File: src/ssd_pkg.sv
// Shared types, constants and the exponent coefficient table of the soft symbol demapper.
`default_nettype none
package ssd_pkg;

  localparam int MAX_POINTS = 64;
  localparam int IDX_W      = $clog2(MAX_POINTS);
  localparam int MAX_DIMS   = 4;
  localparam int DIM_W      = $clog2(MAX_DIMS);
  localparam int COORD_W    = 16;
  localparam int FRAC2      = 2 * (COORD_W - 4);
  localparam int ACC_W      = 2 * COORD_W + DIM_W;
  localparam int HI_W       = ACC_W - FRAC2;
  localparam int NOISE_W    = 16;
  localparam int DIST_W     = HI_W + NOISE_W + 1;
  localparam int METRIC_W   = 14;
  localparam logic [METRIC_W-1:0] METRIC_CAP = 14'd10240;
  localparam int EXP_W      = 25;
  localparam int COEF_W     = 24;
  localparam int EXP_STEPS  = 14;
  localparam int PROB_W     = 16;
  localparam int SUME_W     = EXP_W + IDX_W;
  localparam int SUMB_W     = PROB_W + IDX_W;
  localparam int QUOT_W     = PROB_W + 1;
  localparam int NUM_W      = EXP_W + PROB_W;
  localparam int DEN_W      = SUME_W;
  localparam int CNT_W      = $clog2(QUOT_W + 1);

  typedef enum logic [1:0] {
    CFG_INV_NOISE   = 2'd0,
    CFG_DIMS_USED   = 2'd1,
    CFG_POINTS_USED = 2'd2,
    CFG_CLIP_FLOOR  = 2'd3
  } cfg_idx_t;

  typedef enum logic [3:0] {
    ST_IDLE, ST_D_RD, ST_D_ACC, ST_D_SCALE,
    ST_E_RD, ST_E_INIT, ST_E_STEP, ST_E_WR,
    ST_A_RD, ST_A_START, ST_A_DIV, ST_A_WR,
    ST_P_RD, ST_P_START, ST_P_DIV, ST_P_OUT
  } state_t;

  typedef struct packed {
    logic             load_we;
    logic             capture;
    logic             pt_rd;
    logic             acc_en;
    logic             scale_en;
    logic             dist_rd;
    logic             e_init;
    logic             e_step;
    logic             e_wr;
    logic             ex_rd;
    logic             div_start_a;
    logic             a_wr;
    logic             pa_rd;
    logic             div_start_p;
    logic             out_load;
    logic             first;
    logic             last;
    logic [IDX_W-1:0] q;
    logic [DIM_W-1:0] j;
    logic [3:0]       k;
  } ctl_cmd_t;

  typedef struct packed {
    logic div_busy;
    logic out_free;
  } ctl_stat_t;

  // round(exp(-2^k/512) * 2^24)
  function automatic logic [COEF_W-1:0] exp_coef(input logic [3:0] k);
    logic [COEF_W-1:0] c;
    case (k)
      4'd0:    c = 24'd16744480;
      4'd1:    c = 24'd16711808;
      4'd2:    c = 24'd16646655;
      4'd3:    c = 24'd16517109;
      4'd4:    c = 24'd16261035;
      4'd5:    c = 24'd15760736;
      4'd6:    c = 24'd14805841;
      4'd7:    c = 24'd13066109;
      4'd8:    c = 24'd10175896;
      4'd9:    c = 24'd6171993;
      4'd10:   c = 24'd2270549;
      4'd11:   c = 24'd307285;
      4'd12:   c = 24'd5628;
      4'd13:   c = 24'd2;
      default: c = 24'd0;
    endcase
    return c;
  endfunction

endpackage
`default_nettype wire

File: src/ssd_ctrl.sv
// Sequencer of the demapper: walks the points through the four passes.
`default_nettype none
module ssd_ctrl
  import ssd_pkg::*;
(
  input  wire logic             clk,
  input  wire logic             rst,
  input  wire logic             in_valid,
  input  wire logic             op,
  input  wire logic [IDX_W-1:0] n_last,
  input  wire logic [DIM_W-1:0] d_last,
  input  wire ctl_stat_t        stat,
  output logic                  in_ready,
  output ctl_cmd_t              cmd
);

  state_t           state, state_next;
  logic [IDX_W-1:0] q, q_next;
  logic [DIM_W-1:0] j, j_next;
  logic [3:0]       k, k_next;

  always_ff @(posedge clk) begin
    if (rst) begin
      state <= ST_IDLE;
      q     <= '0;
      j     <= '0;
      k     <= '0;
    end else begin
      state <= state_next;
      q     <= q_next;
      j     <= j_next;
      k     <= k_next;
    end
  end

  always_comb begin
    state_next = state;
    q_next     = q;
    j_next     = j;
    k_next     = k;
    case (state)
      ST_IDLE: begin
        if (in_valid && op) begin
          state_next = ST_D_RD;
          q_next     = '0;
        end
      end
      ST_D_RD: begin
        state_next = ST_D_ACC;
        j_next     = '0;
      end
      ST_D_ACC: begin
        if (j == d_last) state_next = ST_D_SCALE;
        else j_next = j + 1'b1;
      end
      ST_D_SCALE: begin
        if (q == n_last) begin
          state_next = ST_E_RD;
          q_next     = '0;
        end else begin
          state_next = ST_D_RD;
          q_next     = q + 1'b1;
        end
      end
      ST_E_RD:   state_next = ST_E_INIT;
      ST_E_INIT: begin
        state_next = ST_E_STEP;
        k_next     = '0;
      end
      ST_E_STEP: begin
        if (k == 4'(EXP_STEPS - 1)) state_next = ST_E_WR;
        else k_next = k + 1'b1;
      end
      ST_E_WR: begin
        if (q == n_last) begin
          state_next = ST_A_RD;
          q_next     = '0;
        end else begin
          state_next = ST_E_RD;
          q_next     = q + 1'b1;
        end
      end
      ST_A_RD:    state_next = ST_A_START;
      ST_A_START: state_next = ST_A_DIV;
      ST_A_DIV: begin
        if (!stat.div_busy) state_next = ST_A_WR;
      end
      ST_A_WR: begin
        if (q == n_last) begin
          state_next = ST_P_RD;
          q_next     = '0;
        end else begin
          state_next = ST_A_RD;
          q_next     = q + 1'b1;
        end
      end
      ST_P_RD:    state_next = ST_P_START;
      ST_P_START: state_next = ST_P_DIV;
      ST_P_DIV: begin
        if (!stat.div_busy) state_next = ST_P_OUT;
      end
      ST_P_OUT: begin
        if (stat.out_free) begin
          if (q == n_last) begin
            state_next = ST_IDLE;
          end else begin
            state_next = ST_P_RD;
            q_next     = q + 1'b1;
          end
        end
      end
      default: state_next = ST_IDLE;
    endcase
  end

  always_comb begin
    cmd       = '0;
    cmd.q     = q;
    cmd.j     = j;
    cmd.k     = k;
    cmd.first = (q == '0);
    cmd.last  = (q == n_last);
    in_ready  = 1'b0;
    case (state)
      ST_IDLE: begin
        in_ready    = 1'b1;
        cmd.capture = in_valid && op;
        cmd.load_we = in_valid && !op;
      end
      ST_D_RD:    cmd.pt_rd       = 1'b1;
      ST_D_ACC:   cmd.acc_en      = 1'b1;
      ST_D_SCALE: cmd.scale_en    = 1'b1;
      ST_E_RD:    cmd.dist_rd     = 1'b1;
      ST_E_INIT:  cmd.e_init      = 1'b1;
      ST_E_STEP:  cmd.e_step      = 1'b1;
      ST_E_WR:    cmd.e_wr        = 1'b1;
      ST_A_RD:    cmd.ex_rd       = 1'b1;
      ST_A_START: cmd.div_start_a = 1'b1;
      ST_A_WR:    cmd.a_wr        = 1'b1;
      ST_P_RD:    cmd.pa_rd       = 1'b1;
      ST_P_START: cmd.div_start_p = 1'b1;
      ST_P_OUT:   cmd.out_load    = stat.out_free;
      default: ;
    endcase
  end

endmodule
`default_nettype wire

File: config.mk
export PLATFORM = sky130hd
export DESIGN_NAME = ssd_ctrl
export DESIGN_NICKNAME = d
export VERILOG_FILES = /design/src/ssd_pkg.sv /design/src/ssd_ctrl.sv
export SDC_FILE = /design/constraint.sdc
export NUM_CORES = 1
export LEC_CHECK = 0
export ABC_AREA = 0
export BUFFER_PORTS_ARGS = -buffer_cell sky130_fd_sc_hd__buf_2
export CELL_PAD_IN_SITES_DETAIL_PLACEMENT = 0
export CELL_PAD_IN_SITES_GLOBAL_PLACEMENT = 1
export CORE_UTILIZATION = 36
export DETAILED_ROUTE_END_ITERATION = 8
export GPL_ROUTABILITY_DRIVEN = 0
export PLACE_DENSITY = 0.87
export REMOVE_ABC_BUFFERS = 1
export SYNTH_ARGS = -nofsm -noshare
export SYNTH_HDL_FRONTEND = slang
export SYNTH_SLANG_ARGS = --single-unit
File: constraint.sdc
create_clock -name clk -period 4.48 [get_ports clk]
set_clock_uncertainty 0.1 [all_clocks]
set_input_delay 0.224 -clock clk [delete_from_list [all_inputs] [get_ports clk]]
set_output_delay 0.224 -clock clk [all_outputs]
set_load 0.005 [all_outputs]
==> results of run 1 <==
## cell type report
| cell class | instances | area (µm²) | area share [%] |
|---|---|---|---|
| Timing Repair Buffer | 43 | 215 | 15.2 |
| Inverter | 8 | 30.0 | 2.12 |
| Sequential cell | 16 | 320 | 22.6 |
| Tap cell | 44 | 55.1 | 3.88 |
| Clock buffer | 3 | 22.5 | 1.59 |
| Multi-Input combinational cell | 118 | 774 | 54.6 |
## flip-flops by register name (all words and copies together), names as in the netlist
register	cells
k	4
state	4
j	2
q	6
## synthesized netlist by cell type, drive strengths merged, types with 2 or more instances
library cell   n
dfxtp         16
nand2         15
nor2          14
inv            8
xor2           8
clkbuf         7
nor3           7
a21oi          6
and2           5
nand3          5
o21ai          5
ha             4
nand4          4
a31oi          3
nand2b         3
nor2b          3
or3            3
or4b           3
a32oi          2
and4bb         2
nand3b         2
nor3b          2
nor4           2
or4            2
xnor2          2
## routing by layer
layer	global-route usage [%]	wire length, µm	vias up
met2	24.3	1200	19
met4	6.12	12	0
li1	-	-	616
met5	0	0	-
met3	1.32	80	2
met1	23.9	1390	512
## worst paths after layout
path / start / endpoint / slack (ns) / cells past startpoint
max: state[3]$_SDFFE_PP0P_ / q[2]$_SDFFE_PP0P_ / 2.23 / 5
min: rst / k[0]$_SDFFE_PP0P_ / 0.23 / 2
min reg2reg: k[1]$_SDFFE_PP0P_ / k[1]$_SDFFE_PP0P_ / 0.41 / 2
max reg2reg: state[3]$_SDFFE_PP0P_ / q[2]$_SDFFE_PP0P_ / 2.23 / 5
## per-stage QoR
stage / util, % / power, mW / cell area, µm² / instances / hold WS (ns)
detailed placement: 45.7 / 0.291 / 1400 / 229 / 0.397
global route: 46.4 / 0.390 / 1420 / 232 / 0.232
CTS: 46.4 / 0.366 / 1420 / 232 / 0.219
global placement: 45.7 / 0.287 / 1400 / 229 / 0.387
floorplan: - / 0.247 / 1120 / 142 / 0.193
finish: 46.4 / 0.361 / 1420 / 232 / 0.225
## report_power, final
group	internal, mW	switching, mW	leakage (nW)
sequential	0.151	0.0209	0.130
combinational	0.0553	0.0607	0.491
clock	0.0311	0.0427	0.0138
## cell families after synthesis
family / Yosys count / synth area share, %
flip-flops: 16 / 27.7
AO/OA/AOI/OAI: 26 / 14.9
buffers and inverters: 16 / 5.30
XOR/XNOR: 10 / 7.58
multiplexers: 1 / 0.866
adder cells (fa/ha/maj): 4 / 4.33
AND/OR/NAND/NOR: 77 / 39.3
## cell usage in the layout (no fill, tap or decap), types with 2 or more instances in the layout
master,n
buf_2,43
dfxtp_1,16
nand2_1,15
nor2_1,14
inv_1,8
xor2_1,8
nor3_1,7
a21oi_1,6
and2_1,5
o21ai_0,5
nand3_1,5
nand4_1,4
ha_1,4
nand2b_1,3
nor2b_1,3
a31oi_1,3
or3_1,3
clkbuf_4,3
and4bb_2,2
nor3b_1,2
or4b_2,2
nand3b_1,2
xnor2_1,2
a32oi_1,2
==> metrics.yaml, run 1 <==
crit_type: "reg2reg"
die_area_um2: 3440
synth_edf_count: 0
worst_path_max_delay_cell: "or4_4"
cts.reportedPaths.clkPinSlew_ns: 0.09
grt_usage_pct: 16.1
ctsHtreeMaxLevel: 1
cts.sinks: 16
cts_buffers: 3
max_stage_delay_ns: 0.61
clk_latency_ns: 0.28
synth_area_um2: 1160
wl_per_cell_um: 11.6
worst_pin_slew_ns: 0.596
grt_pass1_vias: 976
grt_max_degree: 21
tns_ns: 0
drt_pass1_iterations: 4
ant_nets: 0
drive_gt1_share_pct: 28.7
cp-start-kind: "flip-flop"
post-place-ws_ns: 2.24
start_util_pct: 37.9
crit_arrival_ns: 2.34
grt_pass1_wl_um: 4370
ioPinCount: 44
peakVddDrop_mv: 0.0941
num_rows: 20
dp_hpwl_um: 2070
relSlewSlack_pct: 59.7
cts_tree: "yes"
layout.nets: 208
cp-end-kind: "flip-flop"
period_share_pct: 50.3
path_cells: "or4_4, a2bb2oi_1, a211o_1, or4b_1, o311ai_1"
status: "complete, no violations"
hold_path.class: "in2reg"
synth_ff_type: "dfxtp_1"
synth_area_leader_cell: "dfxtp_1"
synth_area_leaders: "dfxtp_1 28%, xor2_1 6.1%, nand2_1 4.9%, nor2_1 4.5%, ha_1 4.3%"
critPathBufInv: 0
drv_cap: 0
ys_ff_latch: 16
seq_area_frac_synth_pct: 27.7
setup_ws_ns: 2.23
grt_overflow: 0
p_per_area_nw_per_um2: 255
core_area_um2: 3050
min_period_ns: 2.25
cts_hold_buf: 0
antenna_found_initial: 0
die_height_um: 58.7
drt_iter0_markers: 48
cts_resized: 0
avgSynthCellArea_um2: 7.71
wirelength_um: 2680
syn_to_final_growth_pct: 22.6
slew_violations: 0
synth_top_area_share_pct: 27.7
num_vias: 1149
drc: 0
cp_max_fo: 17
clock.fmax_ghz: 0.444
synth-async-reset-ratio_pct: 0
ys_types: 45
clock-root-buffer: "clkbuf_4"
via_per_inst: 4.95
syn_inst: 150
postCtsSetupBuffers: 0
portBuffers: 43
required_ns: 4.57
die_w_um: 58.7
p_leak_nw: 0.634
final_hold_viol_count: 0
ys_warn_count: 0
setup_viol: 0
cp_top_family: "simple AND/OR/NAND/NOR gates"
fillerInstances: 335
grt_setup_unrepaired: "no"
clockBufferDepth: 2
antenna_cells: 0
(Power assumes the default switching activity.)
==> run 2, diff against run 1 <==
--- a/config.mk
+++ b/config.mk
@@ -9,10 +9,10 @@
 export BUFFER_PORTS_ARGS = -buffer_cell sky130_fd_sc_hd__buf_2
 export CELL_PAD_IN_SITES_DETAIL_PLACEMENT = 0
 export CELL_PAD_IN_SITES_GLOBAL_PLACEMENT = 1
-export CORE_UTILIZATION = 36
+export CORE_UTILIZATION = 31
 export DETAILED_ROUTE_END_ITERATION = 8
 export GPL_ROUTABILITY_DRIVEN = 0
-export PLACE_DENSITY = 0.87
+export PLACE_DENSITY = 0.8
 export REMOVE_ABC_BUFFERS = 1
 export SYNTH_ARGS = -nofsm -noshare
 export SYNTH_HDL_FRONTEND = slang
==> constraint.sdc (replaced) <==
create_clock -name clk -period 2 [get_ports clk]
set_clock_uncertainty 0.1 [all_clocks]
set_input_delay 0.1 -clock clk [delete_from_list [all_inputs] [get_ports clk]]
set_output_delay 0.1 -clock clk [all_outputs]
set_load 0.005 [all_outputs]
==> metrics.yaml, run 2 (synthesis gave the netlist of run 1 again) <==
largest_reg_flops: 6  # unchanged
antenna_cells: 0  # unchanged
fillerInstances: 346  # +3.3%
failed_checks: "setup timing"
wirelength_um: 3260  # +22%
syn_to_final_growth_pct: 37.8
seq_area_um2: 320  # unchanged
crit_type: "reg2reg"
drc: 0  # unchanged
r2r-start: "state[3]$_SDFFE_PP0P_"
tns_ns: -0.0596  # -0.0596 ns
p_leak_nw: 0.735  # +16%
holdPathStages: 2  # unchanged
path_cells: "or4_4, a2bb2oi_1, a211o_1, or4b_4, o311ai_2"
num_rows: 21  # +5.0%
cp-start-kind: "flip-flop"
drv_cap: 0  # unchanged
antenna_found_initial: 0  # unchanged
p_per_area_nw_per_um2: 637  # +150%
min-delay-start: "rst"
cp-end-kind: "flip-flop"
worst_pin_slew_ns: 0.400  # -0.195 ns
crit_arrival_ns: 2.13  # -0.21 ns
cp_max_fo: 3  # -14
status: "finished, violations left"
multiInputGateArea_um2: 802  # +3.6%
holdPathEnd: "k[0]$_SDFFE_PP0P_"
slew_violations: 0  # unchanged
peakVddDrop_mv: 0.270  # +190%
grt_pass1_vias: 1178  # +21%
clk_latency_ns: 0.26  # -0.02 ns
rrSetupSlack_ns: -0.06  # -2.29 ns
post-place-ws_ns: -0.0392  # -2.27 ns
wl_per_cell_um: 13.0  # +13%
via_per_inst: 5.14  # +3.7%
grt_max_degree: 21  # unchanged
worst_path_max_delay_cell: "or4_4"
ioPinCount: 44  # unchanged
reg_top3: "q: 6 flops, k: 4 flops, state: 4 flops"
cts_tree: "yes"
setup_viol: 1  # +1
critPathBufInv: 0  # unchanged
clock.fmax_ghz: 0.486  # +9.3%
grt_overflow: 0  # unchanged
start_util_pct: 33.6  # -4.3 points
setup_ws_ns: -0.0596  # -2.29 ns
place_area_um2: 1510  # +8.3%
cts.sinks: 16  # unchanged
portBuffers: 43  # unchanged
cp_top_family: "simple AND/OR/NAND/NOR gates"
die_height_um: 63.1  # +7.5%
final_hold_viol_count: 0  # unchanged
final_common_cell: "buf_2"
layout.nets: 223  # +7.2%
drt_iter0_markers: 57  # +19%
required_ns: 2.07  # -2.50 ns
num_vias: 1284  # +12%
dp_hpwl_um: 2450  # +18%
min_period_ns: 2.06  # -0.192 ns
post-route-cell-area_um2: 1590  # +12%
drt_pass1_iterations: 4  # unchanged
max_stage_delay_ns: 0.54  # -0.07 ns
layout_common_cells: "43 x buf_2, 16 x dfxtp_1, 15 x buf_4"
grt_pass1_wl_um: 5130  # +17%
worstRegToRegCells: 5  # unchanged
die_area_um2: 3980  # +16%
hold_path.class: "in2reg"
top_register: "q"
final_util_pct: 46.3  # -0.16 points
cts_hold_buf: 0  # unchanged
reg2reg_to: "q[2]$_SDFFE_PP0P_"
grt_setup_unrepaired: "yes"
ctsHtreeMaxLevel: 1  # unchanged
ant_nets: 0  # unchanged
clock-root-buffer: "clkbuf_8"
cts.reportedPaths.clkPinSlew_ns: 0.07  # -0.02 ns
die_w_um: 63.1  # +7.5%
clockBufferDepth: 2  # unchanged
grt_usage_pct: 16.1  # -0.020 points
period_share_pct: 103  # +53 points
drive_gt1_share_pct: 36.8  # +8.0 points
core_area_um2: 3440  # +13%
cts_buffers: 3  # unchanged
critPathLaunch: "state[3]$_SDFFE_PP0P_"
relSlewSlack_pct: 73.0  # +13 points
run 2: changes by cell type in the layout (fill, tap and decap cells not counted), sizes merged:
cell / previous run / this run
buf: 43 / 58
clkbuf: 3 / 4
run 2: timing repair:
action,in CTS,in global routing
setup buffers,0,0
resized for setup,1,6
endpoints found under the setup margin,1,7
pin swaps,0,2
run 2: final cells by class:
| type | count | share of cell area (%) |
|---|---|---|
| repair buffers | 58 | 20.6 |
| inverters | 8 | 1.89 |
| flip-flops and latches | 16 | 20.1 |
| well taps | 46 | 3.61 |
| multi-input cells | 118 | 50.4 |
| clock buffers | 4 | 3.46 |
run 2: per-stage QoR:
step	power [mW]	hold WS (ns)	std cells
2_1_floorplan	0.553	0.0691	142
3_3_place_gp	0.697	0.334	246
3_5_place_dp	0.709	0.347	246
4_1_cts	1.01	0.142	250
5_1_grt	1.07	0.162	250
6_report	1.01	0.131	250
run 2: routing by layer:
layer	vias up	routed length, µm	track usage, %
met5	-	0	0
met4	0	51	7.85
met3	6	159	1.99
met2	46	1520	26.2
met1	589	1530	20.8
li1	643	-	-
run 2: worst max path at each step:
stage                             end  slack, ns  cells past startpoint
floorplan           q[2]$_SDFFE_PP0P_       -0.1                      5
global placement    q[2]$_SDFFE_PP0P_       0.03                      5
detailed placement  q[2]$_SDFFE_PP0P_      -0.04                      5
CTS                 q[2]$_SDFFE_PP0P_      -0.06                      5
global route        q[2]$_SDFFE_PP0P_      -0.12                      5
finish              q[2]$_SDFFE_PP0P_      -0.06                      5
run 2: power breakdown:
part | leakage (nW) | internal, mW | switching, mW
Sequential | 0.130 | 0.338 | 0.0149
Combinational | 0.577 | 0.169 | 0.190
Clock | 0.0288 | 0.175 | 0.126
Total | 0.735 | 0.683 | 0.332
==> run 3, diff against run 2 <==
--- a/config.mk
+++ b/config.mk
@@ -12,6 +12,7 @@
 export CORE_UTILIZATION = 31
 export DETAILED_ROUTE_END_ITERATION = 8
 export GPL_ROUTABILITY_DRIVEN = 0
+export GPL_TIMING_DRIVEN = 0
 export PLACE_DENSITY = 0.8
 export REMOVE_ABC_BUFFERS = 1
 export SYNTH_ARGS = -nofsm -noshare
==> metrics.yaml, run 3 (synthesis gave the netlist of run 1 again) <==
hold_path.class: "in2reg"
drc: 0  # unchanged
cts_buffers: 3  # unchanged
grt_setup_unrepaired: "yes"
wl_per_cell_um: 12.9  # -1.0%
holdPathStages: 2  # unchanged
ioPinCount: 44  # unchanged
sequentialPowerShare_pct: 36.6  # +1.8 points
core_area_um2: 3440  # unchanged
layout.nets: 218  # -2.2%
die_w_um: 63.1  # unchanged
num_rows: 21  # unchanged
failed_checks: "setup timing"
multiInputGateArea_um2: 826  # +3.0%
whs_ns: 0.155  # +0.0238 ns
portBuffers: 43  # unchanged
ant_nets: 0  # unchanged
grt_usage_pct: 16.9  # +0.76 points
reg2reg_to: "q[2]$_SDFFE_PP0P_"
largest_reg_flops: 6  # unchanged
crit_type: "reg2reg"
final_hold_viol_count: 0  # unchanged
fillerInstances: 346  # unchanged
die_area_um2: 3980  # unchanged
cts_tree: "yes"
max_stage_delay_ns: 0.54  # about the same
critPathBufInv: 0  # unchanged
peakVddDrop_mv: 0.187  # -31%
cts_hold_buf: 0  # unchanged
num_vias: 1265  # -1.5%
grt_pass1_wl_um: 5520  # +7.5%
p_sw_share_pct: 32.1  # -0.56 points
required_ns: 2.06  # about the same
cts.reportedPaths.clkPinSlew_ns: 0.07  # about the same
via_per_inst: 5.16  # +0.53%
cp-end-kind: "flip-flop"
p_leak_nw: 0.734  # -0.14%
drive_gt1_share_pct: 38.7  # +1.9 points
cts.sinks: 16  # unchanged
period_share_pct: 106  # +2.6 points
ctsHtreeMaxLevel: 1  # unchanged
worstRegToRegCells: 5  # unchanged
worst_pin_slew_ns: 0.439  # +0.0385 ns
antenna_found_initial: 0  # unchanged
grt_overflow: 0  # unchanged
grt_pass1_vias: 1206  # +2.4%
clk_latency_ns: 0.25  # about the same
dp_hpwl_um: 2160  # -12%
crit_arrival_ns: 2.17  # +0.04 ns
cp-start-kind: "flip-flop"
clockBufferDepth: 2  # unchanged
drv_cap: 0  # unchanged
rrSetupSlack_ns: -0.11  # -0.05 ns
top_usage_layer: "met2"
wirelength_um: 3160  # -3.0%
path_cells: "or4_4, a2bb2oi_2, a211o_1, or4b_4, o311ai_4"
p_int_mw: 0.701  # +2.7%
seq_area_um2: 334  # +4.3%
antenna_cells: 0  # unchanged
min_period_ns: 2.11  # +0.0510 ns
grt_use_met3_pct: 1.63  # -0.36 points
top_register: "q"
relSlewSlack_pct: 70.5  # -2.5 points
holdPathEnd: "q[1]$_SDFFE_PP0P_"
clock-root-buffer: "clkbuf_8"
slew_violations: 0  # unchanged
post-place-ws_ns: -0.263  # -0.224 ns
syn_to_final_growth_pct: 37.8  # unchanged
pwr-share-comb_pct: 34.9  # -0.6 points
power_frac_clock_pct: 28.5  # -1.2 points
die_height_um: 63.1  # unchanged
drt_iter0_markers: 54  # -5.3%
p_per_area_nw_per_um2: 649  # +1.9%
cp_max_fo: 3  # unchanged
reg_top3: "q: 6 flops, k: 4 flops, state: 4 flops"
layout_common_cells: "43 x buf_2, 14 x nor2_1, 14 x nand2_1"
final_common_cell: "buf_2"
r2r-start: "state[3]$_SDFFE_PP0P_"
clock.fmax_ghz: 0.474  # -2.4%
grt_use_met2_pct: 28.2  # +2.0 points
cp_top_family: "simple AND/OR/NAND/NOR gates"
drt_pass1_iterations: 4  # unchanged
use_met1_pct: 21.6  # +0.75 points
min-delay-start: "rst"
start_util_pct: 33.6  # unchanged
setup_ws_ns: -0.111  # -0.0510 ns
setup_viol: 2  # +1
worst_path_max_delay_cell: "or4_4"
grt_max_degree: 21  # unchanged
netSwitchingPower_mw: 0.332  # +0.10%
status: "finished, violations left"
-- run 3: metrics by stage --
| step | setup TNS [ns] | total power, mW | cells | utilization [%] | cell area [µm²] |
|---|---|---|---|---|---|
| after floorplan | -0.118 | 0.553 | 142 | - | 1120 |
| after global placement | -0.592 | 0.645 | 231 | 40.6 | 1400 |
| after global routing | -0.484 | 1.10 | 245 | 46.3 | 1590 |
| after CTS | -0.243 | 1.01 | 242 | 44.7 | 1540 |
| final | -0.118 | 1.03 | 245 | 46.3 | 1590 |
| after detailed placement | -0.858 | 0.653 | 231 | 40.6 | 1400 |
-- run 3: worst max path at each step --
stage	startpoint	endpoint	slack, ns	cells past startpoint
2_1_floorplan	state[3]$_SDFFE_PP0P_	q[2]$_SDFFE_PP0P_	-0.1	5
3_3_place_gp	state[3]$_SDFFE_PP0P_	q[2]$_SDFFE_PP0P_	-0.24	5
3_5_place_dp	state[3]$_SDFFE_PP0P_	q[2]$_SDFFE_PP0P_	-0.26	5
4_1_cts	state[3]$_SDFFE_PP0P_	q[2]$_SDFFE_PP0P_	-0.09	5
5_1_grt	state[3]$_SDFFE_PP0P_	q[2]$_SDFFE_PP0P_	-0.16	5
6_report	state[3]$_SDFFE_PP0P_	q[2]$_SDFFE_PP0P_	-0.11	5
-- run 3: metal layers --
layer,wire length (µm),vias up,share of wire (%)
met4,59,0,1.9
met3,132,6,4.2
met2,1530,35,48
li1,-,633,-
met1,1440,591,46
met5,0,-,0
-- run 3: area by class of cell --
cell class,instances,area share (%)
tap,46,3.61
inverter,8,1.89
sequential,16,21.0
clock buffer,4,3.46
multi-input combinational,118,51.8
timing repair buffer,53,18.2
-- run 3: power by group through the flow --
stage                     sequential [mW]  clock [mW]  combinational, mW
final                               0.378       0.295              0.361
after global routing                0.383       0.319              0.396
after CTS                           0.379       0.302              0.328
after detailed placement            0.396           0              0.257
after global placement              0.394           0              0.251
after floorplan                     0.382           0              0.171
-- run 3: what timing repair did --
| item | CTS | global route |
|---|---|---|
| buffers inserted | 7 | 3 |
| gates resized for setup | 10 | 7 |
| endpoints found under the setup margin | 8 | 7 |
| pin swaps | 0 | 3 |
